==> src/hdl/pfsp_pkg.sv <==
package pfsp_pkg;

  localparam int unsigned ValueBits = 31;
  localparam logic [ValueBits-1:0] ValueMax = '1;

  localparam logic [7:0] CharNul    = 8'h00;
  localparam logic [7:0] CharSharp  = 8'h23;
  localparam logic [7:0] CharPlus   = 8'h2b;
  localparam logic [7:0] CharSpace  = 8'h20;
  localparam logic [7:0] CharMinus  = 8'h2d;
  localparam logic [7:0] CharZero   = 8'h30;
  localparam logic [7:0] CharOne    = 8'h31;
  localparam logic [7:0] CharNine   = 8'h39;
  localparam logic [7:0] CharStar   = 8'h2a;
  localparam logic [7:0] CharPeriod = 8'h2e;
  localparam logic [7:0] CharComma  = 8'h2c;
  localparam logic [7:0] CharSemi   = 8'h3b;
  localparam logic [7:0] CharColon  = 8'h3a;
  localparam logic [7:0] CharUnder  = 8'h5f;
  localparam logic [7:0] CharZ      = 8'h7a;
  localparam logic [7:0] CharL      = 8'h6c;
  localparam logic [7:0] CharH      = 8'h68;

  localparam logic [2:0] CountMax = 3'd7;

  typedef enum logic [2:0] {
    MODE_SCAN,
    MODE_WSTART,
    MODE_WACC,
    MODE_PSTART,
    MODE_PACC
  } mode_e;

  // input transaction, ch in the low byte
  typedef struct packed {
    logic signed [31:0] star_arg;
    logic [7:0]         ch;
  } in_item_t;

  // result transaction, conversion_char in the low byte
  typedef struct packed {
    logic [4:0]  pad;
    logic [30:0] precision;
    logic [30:0] field_width;
    logic        precision_given;
    logic        zero_pad;
    logic        left_justify;
    logic [2:0]  short_count;
    logic [2:0]  long_count;
    logic        size_z;
    logic        alt_form;
    logic        space_sign;
    logic        plus_sign;
    logic [7:0]  conversion_char;
  } result_t;

  // acc * 10 + digit, saturating
  function automatic logic [ValueBits-1:0] acc_digit(input logic [ValueBits-1:0] acc,
                                                     input logic [3:0] digit);
    logic [ValueBits+3:0] v;
    v = {acc, 3'b000} + {2'b00, acc, 1'b0} + {{ValueBits{1'b0}}, digit};
    acc_digit = (v > {4'b0000, ValueMax}) ? ValueMax : v[ValueBits-1:0];
  endfunction

  // magnitude of a star width, saturating
  function automatic logic [ValueBits-1:0] star_mag(input logic signed [31:0] a);
    logic [31:0] mag;
    mag = a[31] ? (~a + 32'd1) : a;
    star_mag = (mag > 32'(ValueMax)) ? ValueMax : mag[ValueBits-1:0];
  endfunction

endpackage

==> src/hdl/printf_format_spec_parser.sv <==
// Format specifier parser: takes the characters after a percent sign, one per
// slave transaction (tdata: ch [7:0], star_arg [39:8]), and emits one master
// transaction per finished specifier with its flags, length modifiers, width
// and precision. A character that cannot continue the specifier, NUL
// included, ends it; that character is reported as conversion_char and the
// parser returns to its initial state for the next specifier.
// A result is registered: the terminating character is taken into the input
// register and then processed into the result register, which presents the
// master transaction. Throughput: one character per cycle while the receiver
// takes results; each step is one decode plus one saturating multiply-by-ten
// accumulate between the two registers.
// Reset clears the parse state and both valid flags; tready is high right after.
// When the receiver stalls, the result register holds its transaction and
// the input register takes one more character and holds it, then tready
// drops until the waiting result transaction is taken.
module printf_format_spec_parser (
  input  logic        clk_i,
  input  logic        rst_ni,
  input  logic        s_axis_tvalid_i,
  output logic        s_axis_tready_o,
  input  logic [39:0] s_axis_tdata_i,  // ch [7:0], star_arg [39:8]
  output logic        m_axis_tvalid_o,
  input  logic        m_axis_tready_i,
  output logic [87:0] m_axis_tdata_o   // conversion_char [7:0], plus_sign [8],
                                       // space_sign [9], alt_form [10], size_z [11],
                                       // long_count [14:12], short_count [17:15],
                                       // left_justify [18], zero_pad [19],
                                       // precision_given [20], field_width [51:21],
                                       // precision [82:52], zero [87:83]
);
  import pfsp_pkg::*;

  logic     in_valid_q;
  in_item_t in_q;
  logic     out_valid_q;
  result_t  out_q;
  logic     advance;

  mode_e                  mode_q, mode_d;
  logic [ValueBits-1:0]   acc_q, acc_d;
  logic [ValueBits-1:0]   width_q, width_d;
  logic signed [31:0]     prec_q, prec_d;
  logic plus_q, plus_d, space_q, space_d, sharp_q, sharp_d, z_q, z_d;
  logic left_q, left_d, zero_q, zero_d, period_q, period_d;
  logic [2:0] lcnt_q, lcnt_d, hcnt_q, hcnt_d;

  logic                 emit;
  result_t              res;
  logic [7:0]           c;
  logic                 is_digit;
  logic [ValueBits-1:0] acc_next;
  logic                 do_scan;

  assign advance         = in_valid_q && (!out_valid_q || m_axis_tready_i);
  assign s_axis_tready_o = !in_valid_q || advance;

  always_ff @(posedge clk_i or negedge rst_ni) begin
    if (!rst_ni) begin
      in_valid_q <= 1'b0;
    end else if (s_axis_tvalid_i && s_axis_tready_o) begin
      in_valid_q <= 1'b1;
    end else if (advance) begin
      in_valid_q <= 1'b0;
    end
  end

  always_ff @(posedge clk_i) begin
    if (s_axis_tvalid_i && s_axis_tready_o) begin
      in_q <= in_item_t'(s_axis_tdata_i);
    end
  end

  assign c        = in_q.ch;
  assign is_digit = (c >= CharZero) && (c <= CharNine);
  // one shared accumulate: runs continue from acc_q, new runs start at zero
  assign acc_next = acc_digit((mode_q == MODE_WACC || mode_q == MODE_PACC) ? acc_q : '0,
                              4'(c - CharZero));

  always_comb begin
    mode_d   = mode_q;
    acc_d    = acc_q;
    width_d  = width_q;
    prec_d   = prec_q;
    plus_d   = plus_q;
    space_d  = space_q;
    sharp_d  = sharp_q;
    z_d      = z_q;
    left_d   = left_q;
    zero_d   = zero_q;
    period_d = period_q;
    lcnt_d   = lcnt_q;
    hcnt_d   = hcnt_q;
    do_scan  = 1'b0;
    emit     = 1'b0;
    res      = '0;

    case (mode_q)
      MODE_WSTART: begin
        if (c == CharStar) begin
          if (in_q.star_arg[31]) left_d = 1'b1;
          width_d = star_mag(in_q.star_arg);
          mode_d  = MODE_SCAN;
        end else if (is_digit) begin
          acc_d  = acc_next;
          mode_d = MODE_WACC;
        end else begin
          mode_d  = MODE_SCAN;
          do_scan = 1'b1;
        end
      end
      MODE_WACC: begin
        if (is_digit) begin
          acc_d = acc_next;
        end else begin
          // a zero run keeps the earlier width
          if (acc_q != '0) width_d = acc_q;
          acc_d   = '0;
          mode_d  = MODE_SCAN;
          do_scan = 1'b1;
        end
      end
      MODE_PSTART: begin
        if (c == CharStar) begin
          prec_d = in_q.star_arg;
          mode_d = MODE_SCAN;
        end else if (is_digit) begin
          acc_d  = acc_next;
          mode_d = MODE_PACC;
        end else begin
          prec_d  = '0;
          mode_d  = MODE_SCAN;
          do_scan = 1'b1;
        end
      end
      MODE_PACC: begin
        if (is_digit) begin
          acc_d = acc_next;
        end else begin
          prec_d  = 32'(acc_q);
          acc_d   = '0;
          mode_d  = MODE_SCAN;
          do_scan = 1'b1;
        end
      end
      default: begin
        mode_d  = MODE_SCAN;
        do_scan = 1'b1;
      end
    endcase

    if (do_scan) begin
      case (c)
        CharSharp: sharp_d = 1'b1;
        CharPlus:  plus_d  = 1'b1;
        CharSpace: space_d = 1'b1;
        CharZ:     z_d     = 1'b1;
        CharL:     if (lcnt_q != CountMax) lcnt_d = lcnt_q + 3'd1;
        CharH:     if (hcnt_q != CountMax) hcnt_d = hcnt_q + 3'd1;
        CharComma, CharSemi, CharColon, CharUnder: ;
        CharMinus: begin
          left_d = 1'b1;
          mode_d = MODE_WSTART;
        end
        CharZero: begin
          zero_d = 1'b1;
          mode_d = MODE_WSTART;
        end
        CharStar: begin
          if (in_q.star_arg[31]) left_d = 1'b1;
          width_d = star_mag(in_q.star_arg);
        end
        CharPeriod: begin
          period_d = 1'b1;
          mode_d   = MODE_PSTART;
        end
        default: begin
          if (c inside {[CharOne:CharNine]}) begin
            acc_d  = acc_next;
            mode_d = MODE_WACC;
          end else begin
            emit                = 1'b1;
            res.conversion_char = c;
            res.plus_sign       = plus_d;
            res.space_sign      = space_d;
            res.alt_form        = sharp_d;
            res.size_z          = z_d;
            res.long_count      = lcnt_d;
            res.short_count     = hcnt_d;
            res.left_justify    = left_d;
            res.zero_pad        = zero_d;
            res.field_width     = 31'(width_d);
            if (prec_d[31]) begin
              res.precision_given = 1'b0;
              res.precision       = '0;
            end else begin
              res.precision_given = period_d;
              res.precision       = (prec_d[30:0] > 31'(ValueMax)) ? 31'(ValueMax)
                                                                     : prec_d[30:0];
            end
            mode_d   = MODE_SCAN;
            acc_d    = '0;
            width_d  = '0;
            prec_d   = '0;
            plus_d   = 1'b0;
            space_d  = 1'b0;
            sharp_d  = 1'b0;
            z_d      = 1'b0;
            left_d   = 1'b0;
            zero_d   = 1'b0;
            period_d = 1'b0;
            lcnt_d   = '0;
            hcnt_d   = '0;
          end
        end
      endcase
    end
  end

  always_ff @(posedge clk_i or negedge rst_ni) begin
    if (!rst_ni) begin
      mode_q   <= MODE_SCAN;
      acc_q    <= '0;
      width_q  <= '0;
      prec_q   <= '0;
      plus_q   <= 1'b0;
      space_q  <= 1'b0;
      sharp_q  <= 1'b0;
      z_q      <= 1'b0;
      left_q   <= 1'b0;
      zero_q   <= 1'b0;
      period_q <= 1'b0;
      lcnt_q   <= '0;
      hcnt_q   <= '0;
    end else if (advance) begin
      mode_q   <= mode_d;
      acc_q    <= acc_d;
      width_q  <= width_d;
      prec_q   <= prec_d;
      plus_q   <= plus_d;
      space_q  <= space_d;
      sharp_q  <= sharp_d;
      z_q      <= z_d;
      left_q   <= left_d;
      zero_q   <= zero_d;
      period_q <= period_d;
      lcnt_q   <= lcnt_d;
      hcnt_q   <= hcnt_d;
    end
  end

  always_ff @(posedge clk_i or negedge rst_ni) begin
    if (!rst_ni) begin
      out_valid_q <= 1'b0;
    end else if (advance && emit) begin
      out_valid_q <= 1'b1;
    end else if (m_axis_tready_i) begin
      out_valid_q <= 1'b0;
    end
  end

  always_ff @(posedge clk_i) begin
    if (advance && emit) begin
      out_q <= res;
    end
  end

  assign m_axis_tvalid_o = out_valid_q;
  assign m_axis_tdata_o  = out_q;

  // the accumulator only holds a value inside a digit run
  a_acc_idle: assert property (@(posedge clk_i) disable iff (!rst_ni)
    (mode_q == MODE_SCAN || mode_q == MODE_WSTART || mode_q == MODE_PSTART)
      |-> acc_q == '0)
    else $error("digit accumulator not cleared outside a digit run");

  // an empty input register always takes a character
  a_in_ready: assert property (@(posedge clk_i) disable iff (!rst_ni)
    !in_valid_q |-> s_axis_tready_o)
    else $error("input stalled with empty input register");

  // a new result only appears from a processed character
  a_out_src: assert property (@(posedge clk_i) disable iff (!rst_ni)
    $rose(out_valid_q) |-> $past(advance))
    else $error("result appeared without a processed character");

  // a finished specifier leaves the parser in its initial state
  a_emit_clear: assert property (@(posedge clk_i) disable iff (!rst_ni)
    (advance && emit) |=> (mode_q == MODE_SCAN && width_q == '0 && !period_q))
    else $error("parse state not cleared after a result");

endmodule
==> config.mk <==
export PLATFORM = sky130hd
export DESIGN_NAME = printf_format_spec_parser
export DESIGN_NICKNAME = d
export VERILOG_FILES = /design/src/hdl/pfsp_pkg.sv /design/src/hdl/printf_format_spec_parser.sv
export SDC_FILE = /design/constraint.sdc
export NUM_CORES = 1
export LEC_CHECK = 0
export BUFFER_PORTS_ARGS = -buffer_cell sky130_fd_sc_hd__buf_2
export CAP_MARGIN = 20
export CELL_PAD_IN_SITES_DETAIL_PLACEMENT = 1
export CELL_PAD_IN_SITES_GLOBAL_PLACEMENT = 2
export CORE_UTILIZATION = 41
export DETAILED_ROUTE_END_ITERATION = 16
export GPL_ROUTABILITY_DRIVEN = 0
export PLACE_DENSITY = 0.92
export SYNTH_ARGS = -nofsm -noshare
export SYNTH_HDL_FRONTEND = slang
export SYNTH_SLANG_ARGS = --single-unit
==> constraint.sdc <==
create_clock -name clk_i -period 13.4 [get_ports clk_i]
set_clock_uncertainty 0.2 [all_clocks]
set_input_delay 0.67 -clock clk_i [delete_from_list [all_inputs] [get_ports clk_i]]
set_output_delay 0.67 -clock clk_i [all_outputs]
set_load 0.05 [all_outputs]
; ---- Yosys cells after proc, flatten, opt, wreduce, memory -nomap -nowiden
; Cells that the tools add are included.
[classes]
add_sub_neg = 6
n_reduce_logical = 38
n_lt_le_gt_ge = 6
mux = 64
bitwise_logic = 10
n_eq_ne = 30
[op_table]
columns = op, n
row1 = two-way mux 31 bit, 15
row2 = two-way mux 32 bit, 7
row3 = case mux 31 bit (2 select lines), 3
row4 = OR reduction 13 bit, 9
row5 = "equality test 8 x 6 -> 1 bit, second input constant", 10
row6 = case mux 32 bit (2 select lines), 1
row7 = adder 34 x 32 -> 35 bit, 1
row8 = adder 35 x 4 -> 35 bit, 1
row9 = "> comparator 35 x 31 -> 1 bit, second input constant", 1
row10 = "adder 32 x 1 -> 32 bit, second input constant", 1
row11 = "equality test 8 x 7 -> 1 bit, second input constant", 4
row12 = "> comparator 32 x 31 -> 1 bit, second input constant", 1
row13 = NOT 32 bit, 1
row14 = "> comparator 31 bit, second input constant", 1
row15 = nonzero test 31 bit, 1
row16 = AND reduction 4 bit, 6
row17 = two-way mux 3 bit, 7
row18 = case mux 3 bit (3 select lines), 2
row19 = OR reduction 17 bit, 1
row20 = ">= comparator 8 x 6 -> 1 bit, second input constant", 2
row21 = two-way mux 1 bit, 16
row22 = "!= test 2 x 1 -> 1 bit, second input constant", 8
row23 = OR reduction 16 bit, 1
row24 = case mux 1 bit (2 select lines), 7
row25 = other kinds (21), 47
[totals]
output_inout_bits = 90
reg_bits = 235
inputBits = 44
wordCells = 183

; ---- Longest topological paths before layout
[logic_depth]
ltp_word = 12
depth_mapped = 20
mapped_depth_nobuf = 16

; ---- Worst setup path after synthesis
; Ideal clock, no wire load.
[synth_timing]
kind = register -> register
startpoint = register in_q, in the netlist c[3]
endpoint = register out_q, in the netlist m_axis_tdata_o[0] (enable)
t_required_ns = 12.671
path_stages_with_launch = 9
arrival_ns = 5.290
n_path_buf = 1
slack_ns = 7.381
setup_time_ns = 0.529
synth_period_minus_slack_ns = 6.019
path_cell_list = edfxtp_1 and4bb_2 nor3b_1 a21oi_1 nand3b_1 nand3b_2 nand2b_1 buf_2 nor2_1
[synth_between]
elab_chain_len = 7
word_cells_on_any_way = 27
cone_classes = 3 x order compare / 14 x eq/ne / 6 x mux / 4 x reduce/logical
[synth_rtl]
columns = element, line
row1 = "start, declared", printf_format_spec_parser.sv:34  ; in_item_t in_q;
row2 = "start signal, assigned", printf_format_spec_parser.sv:69  ; in_q <= in_item_t'(s_axis_tdata_i);
row3 = >= comparator 8 x 6 -> 1 bit / <= comparator 8 x 6 -> 1 bit (equally long branches), "printf_format_spec_parser.sv:74, printf_format_spec_parser.sv:177"
row4 = logical AND 1 bit, printf_format_spec_parser.sv:74  ; assign is_digit = (c >= CharZero) && (c <= CharNine);
row5 = two-way mux 1 bit, --
row6 = two-way mux 1 bit, printf_format_spec_parser.sv:123  ; if (c == CharStar) begin
row7 = case mux 1 bit (2 select lines), printf_format_spec_parser.sv:97  ; case (mode_q)
row8 = two-way mux 1 bit *, printf_format_spec_parser.sv:151  ; if (do_scan) begin
row9 = logical AND 1 bit *, printf_format_spec_parser.sv:262  ; if (advance && emit) begin
row10 = "end signal, assigned", printf_format_spec_parser.sv:263  ; out_q <= res;
row11 = "end, declared", printf_format_spec_parser.sv:36  ; result_t out_q;
; Every way passes the cells marked *; elsewhere a longest branch is shown, timed or not.
; A chain may end at the register's enable or synchronous reset.

; ---- Final worst setup path
[layout_timing]
startpoint = register mode_q[2]
endpoint = register acc_q[8]
[layout_between]
elab_chain_len = 12
word_cells_on_any_way = 20
cone_classes = 2 x add/sub / 1 x order compare / 4 x eq/ne / 10 x mux / 3 x reduce/logical
[layout_rtl]
columns = element, line
row1 = "start, declared", printf_format_spec_parser.sv:39  ; mode_e mode_q, mode_d;
row2 = "start signal, assigned", printf_format_spec_parser.sv:235  ; mode_q <= mode_d;
row3 = equality test 3 x 2 -> 1 bit / equality test 3 bit (equally long branches), "printf_format_spec_parser.sv:76, printf_format_spec_parser.sv:97"
row4 = logical OR 1 bit, printf_format_spec_parser.sv:76  ; assign acc_next = acc_digit((mode_q == MODE_WACC || mode_q == MODE_PACC) ? acc_q : '0,
row5 = two-way mux 31 bit, printf_format_spec_parser.sv:76
row6 = adder 34 x 32 -> 35 bit, pfsp_pkg.sv:61  ; v = {acc, 3'b000} + {2'b00, acc, 1'b0} + {{ValueBits{1'b0}}, digit};
row7 = adder 35 x 4 -> 35 bit, pfsp_pkg.sv:61
row8 = > comparator 35 x 31 -> 1 bit, pfsp_pkg.sv:62  ; acc_digit = (v > {4'b0000, ValueMax}) ? ValueMax : v[ValueBits-1:0];
row9 = two-way mux 31 bit, pfsp_pkg.sv:62
row10 = two-way mux 31 bit, "printf_format_spec_parser.sv:103, printf_format_spec_parser.sv:126"
row11 = two-way mux 31 bit, printf_format_spec_parser.sv:123
row12 = case mux 31 bit (2 select lines), printf_format_spec_parser.sv:97
row13 = two-way mux 31 bit, printf_format_spec_parser.sv:152  ; case (c)
row14 = two-way mux 31 bit *, printf_format_spec_parser.sv:151
row15 = "end signal, assigned", printf_format_spec_parser.sv:222  ; acc_q <= '0;
row16 = "end signal, assigned", printf_format_spec_parser.sv:236  ; acc_q <= acc_d;
row17 = "end, declared", printf_format_spec_parser.sv:40  ; logic [ValueBits-1:0] acc_q, acc_d;
; Marks and branches as above.

==> metrics.txt <==
WP data required=13.67 ns; first-pass GRT wire length=73.15 mm; pin count of the biggest net entering global routing=just under 90; synthesized area per cell=around 9.5 um2; DR iter-0 viols=1107; First-pass DRT Iterations=10; Die X-Extent=186.8 um; Detailed Place HPWL=32.46 mm; clk slew on worst S/H paths=around 0.060 ns; Yosys top cell area share=0.2638; outcome=finished clean; post-CTS sizing=0; headroom to the max-slew limit=0.2464; Area growth, synth to finish=13.75%; Initial Util=0.4175; n_diodes=0; DP Area=between 0.01 and 0.015 mm2; placed cells=around 2000; Clk Latency, worst-skew pair=around 0.55 ns; crit path launch type=flop; final non-filler cell total=between 2000 and 2500; cts bufs inserted=26; Leakage Power=6.845 nW; sequential element share of the synthesized area=0.4640; # H-tree levels=1; most common cell after layout, fill and taps aside=nand2_1; Root Driver=clkbuf_16; Final setup viols=0; via count of the first global-routing pass=around 13000; CTS tree=built; final instance area=between 0.015 and 0.02 mm2; Tightest Pin Transition=1.130 ns; crit path cell chain=xnor2_1 -> nor2_1 -> buf_4 -> nand2_1 -> xnor2_1 -> ha_1 -> inv_1 -> fa_1 -> nand2b_1 -> a21oi_1 -> o22ai_1 -> o21a_1 -> o221ai_1 -> a221oi_1 -> o211ai_1 -> buf_4 -> o221ai_1 -> nand2_1; boundary pin count=134; YS warnings=0; clock period minus worst slack=a little under 5 ns; Async SR Flop Fraction=0.4766; final antenna-violating net count=0; initial antenna violation count=0; drc violations=0; Synth cell types=approximately 90; Die ar.=between 0.03 and 0.04 mm2; Worst VDD drop=slightly above 0.1 mV; Slowest cell on crit path=dfrtp_1; Cells after Synth=1467; RSZ-0062 raised after global routing=no; CP max stage delay=0.47 ns; final hold slack=between 0.09 and 0.1 ns; final worst path period share=0.3654; cell area after synthesis=approximately 0.014 mm2; Hold Fails Final Rpt=0; Primary FF master, synth=edfxtp_1; Final Net Count=1660; DR vias/cell=slightly above 6; Yosys reg bits=between 200 and 250; PortBufs=approximately 130; per-cell routed wire length=around 23 um; final max-slew violation count=0; vias=around 12000; Max Clock Freq=slightly above 200 MHz; Area contributors post-synth=edfxtp_1, dfrtp_1, ha_1; Yosys top cell by area=edfxtp_1; chip height=186.8 um; Core Util, Final=0.4750; fillers=3837; most frequent cells in the layout=nand2_1, nor2_1, buf_2, edfxtp_1, dfrtp_1; core area=between 0.03 and 0.04 mm2; Global Route Usage Sum=0.2617; Max clock buf depth=3; share of layout cells above drive strength 1=0.1467; critical path class=reg -> reg; num rows=between 60 and 70; Detailed Route WL=46.01 mm; CP endpoint kind=flop; clk sinks=235; critical path arrival=around 5.2 ns; Post-synth EDFFs=approximately 120; total negative slack=0 ns; hold crit path type=in -> reg; CP max FO=40; Pwr Density=about 120 mW/mm2; max cap viols=0; gr ovfl total=0
==> through the flow <==
stage | power (W) | setup WS, ns
2_1_floorplan | 0.001054 | 7.381
3_3_place_gp | 0.001135 | 8.221
3_5_place_dp | 0.001141 | 8.034
4_1_cts | 0.001883 | 7.983
5_1_grt | 0.001931 | 8.114
6_report | 0.001875 | 8.503
==> repair_timing <==
item	CTS	global route
hold endpoints to repair	48	0
setup buffers	0	0
hold buffers	1	0
==> area by class of cell <==
| class | instances | area (um2) | area share |
|---|---|---|---|
| clock buffers | 35 | 725.7 | 0.04557 |
| repair buffers | 154 | 888.4 | 0.05578 |
| clock inverters | 12 | 153.9 | 0.009663 |
| well taps | 448 | 560.5 | 0.03520 |
| multi-input cells | 1111 | 7023 | 0.4410 |
| inverters | 21 | 78.83 | 0.004949 |
| flip-flops and latches | 235 | 6496 | 0.4079 |
==> metal layers <==
layer,up-vias,global-route usage,routed length (um)
met2,378,0.4330,21920
li1,5644,-,-
met4,0,0.08575,1286
met3,79,0.02953,2353
met1,6328,0.3576,20440
met5,-,0,0
==> registers in the layout, summed over array words and instances, names as in the netlist, 3 cells and up <==
register	count
acc_q	31
c	8
m_axis_tdata_o	83
hcnt_q	3
in_q	32
width_q	31
lcnt_q	3
mode_q	3
prec_q	32
==> final timing paths <==
check,startpoint,end,slack (ns),cells after the start
setup reg to reg,mode_q[2]$_DFFE_PN0P_,acc_q[8]$_DFFE_PN0P_,8.50,18
min in group asynchronous,rst_ni,width_q[22]$_DFFE_PN0P_,0.51,2
hold / removal,s_axis_tdata_i[38],in_q[38]$_DFFE_PP_,0.09,1
hold reg to reg,prec_q[12]$_DFFE_PN0P_,prec_q[12]$_DFFE_PN0P_,0.28,2
setup / recovery,mode_q[2]$_DFFE_PN0P_,acc_q[8]$_DFFE_PN0P_,8.50,18
max in group asynchronous,rst_ni,sharp_q$_DFFE_PN0P_,11.14,3
==> cell families (layout without fill, tap and decap cells) <==
family / count (synthesis) / after routing / synth area share
AOI/OAI and AO/OA: 466 / 466 / 0.2286
xor gates and xnor gates: 30 / 30 / 0.01877
adders and majority gates: 67 / 67 / 0.06041
buffers and inverters: 125 / 222 / 0.03798
DFF: 235 / 235 / 0.4640
muxes: 3 / 3 / 0.002323
other: 1 / 5 / 0.0002678
and+or+nand+nor: 540 / 540 / 0.1877
==> critical path: cells and delay by family (launching register included) <==
family                     cells  cell delay, ns
adders and majority gates      2            0.76
xor gates and xnor gates       2            0.36
DFF                            1            0.47
buffers and inverters          3            0.80
AOI/OAI and AO/OA              7            1.61
and+or+nand+nor                4            0.59
==> synth_stat cells, types with 22 or more instances <==
cell,instances
edfxtp_1,123
o221ai_1,32
and2_1,52
ha_1,66
nand2_1,186
dfrtp_1,112
a222oi_1,22
nand3_1,38
buf_2,26
o21a_1,34
nor2_1,141
nor3_1,28
o31ai_1,35
a22o_1,22
a21oi_1,88
o21ai_0,95
clkbuf_1,69
==> power breakdown <==
part	leakage, nW	total [W]	switching [W]	internal, W
combinational	3.66	0.000285	0.000226	0.0000589
clock	0.422	0.000742	0.000303	0.000439
sequential	2.76	0.000848	0.0000332	0.000815
total	6.84	0.00188	0.000562	0.00131
Note: power is estimated with default switching activity, not from simulation.
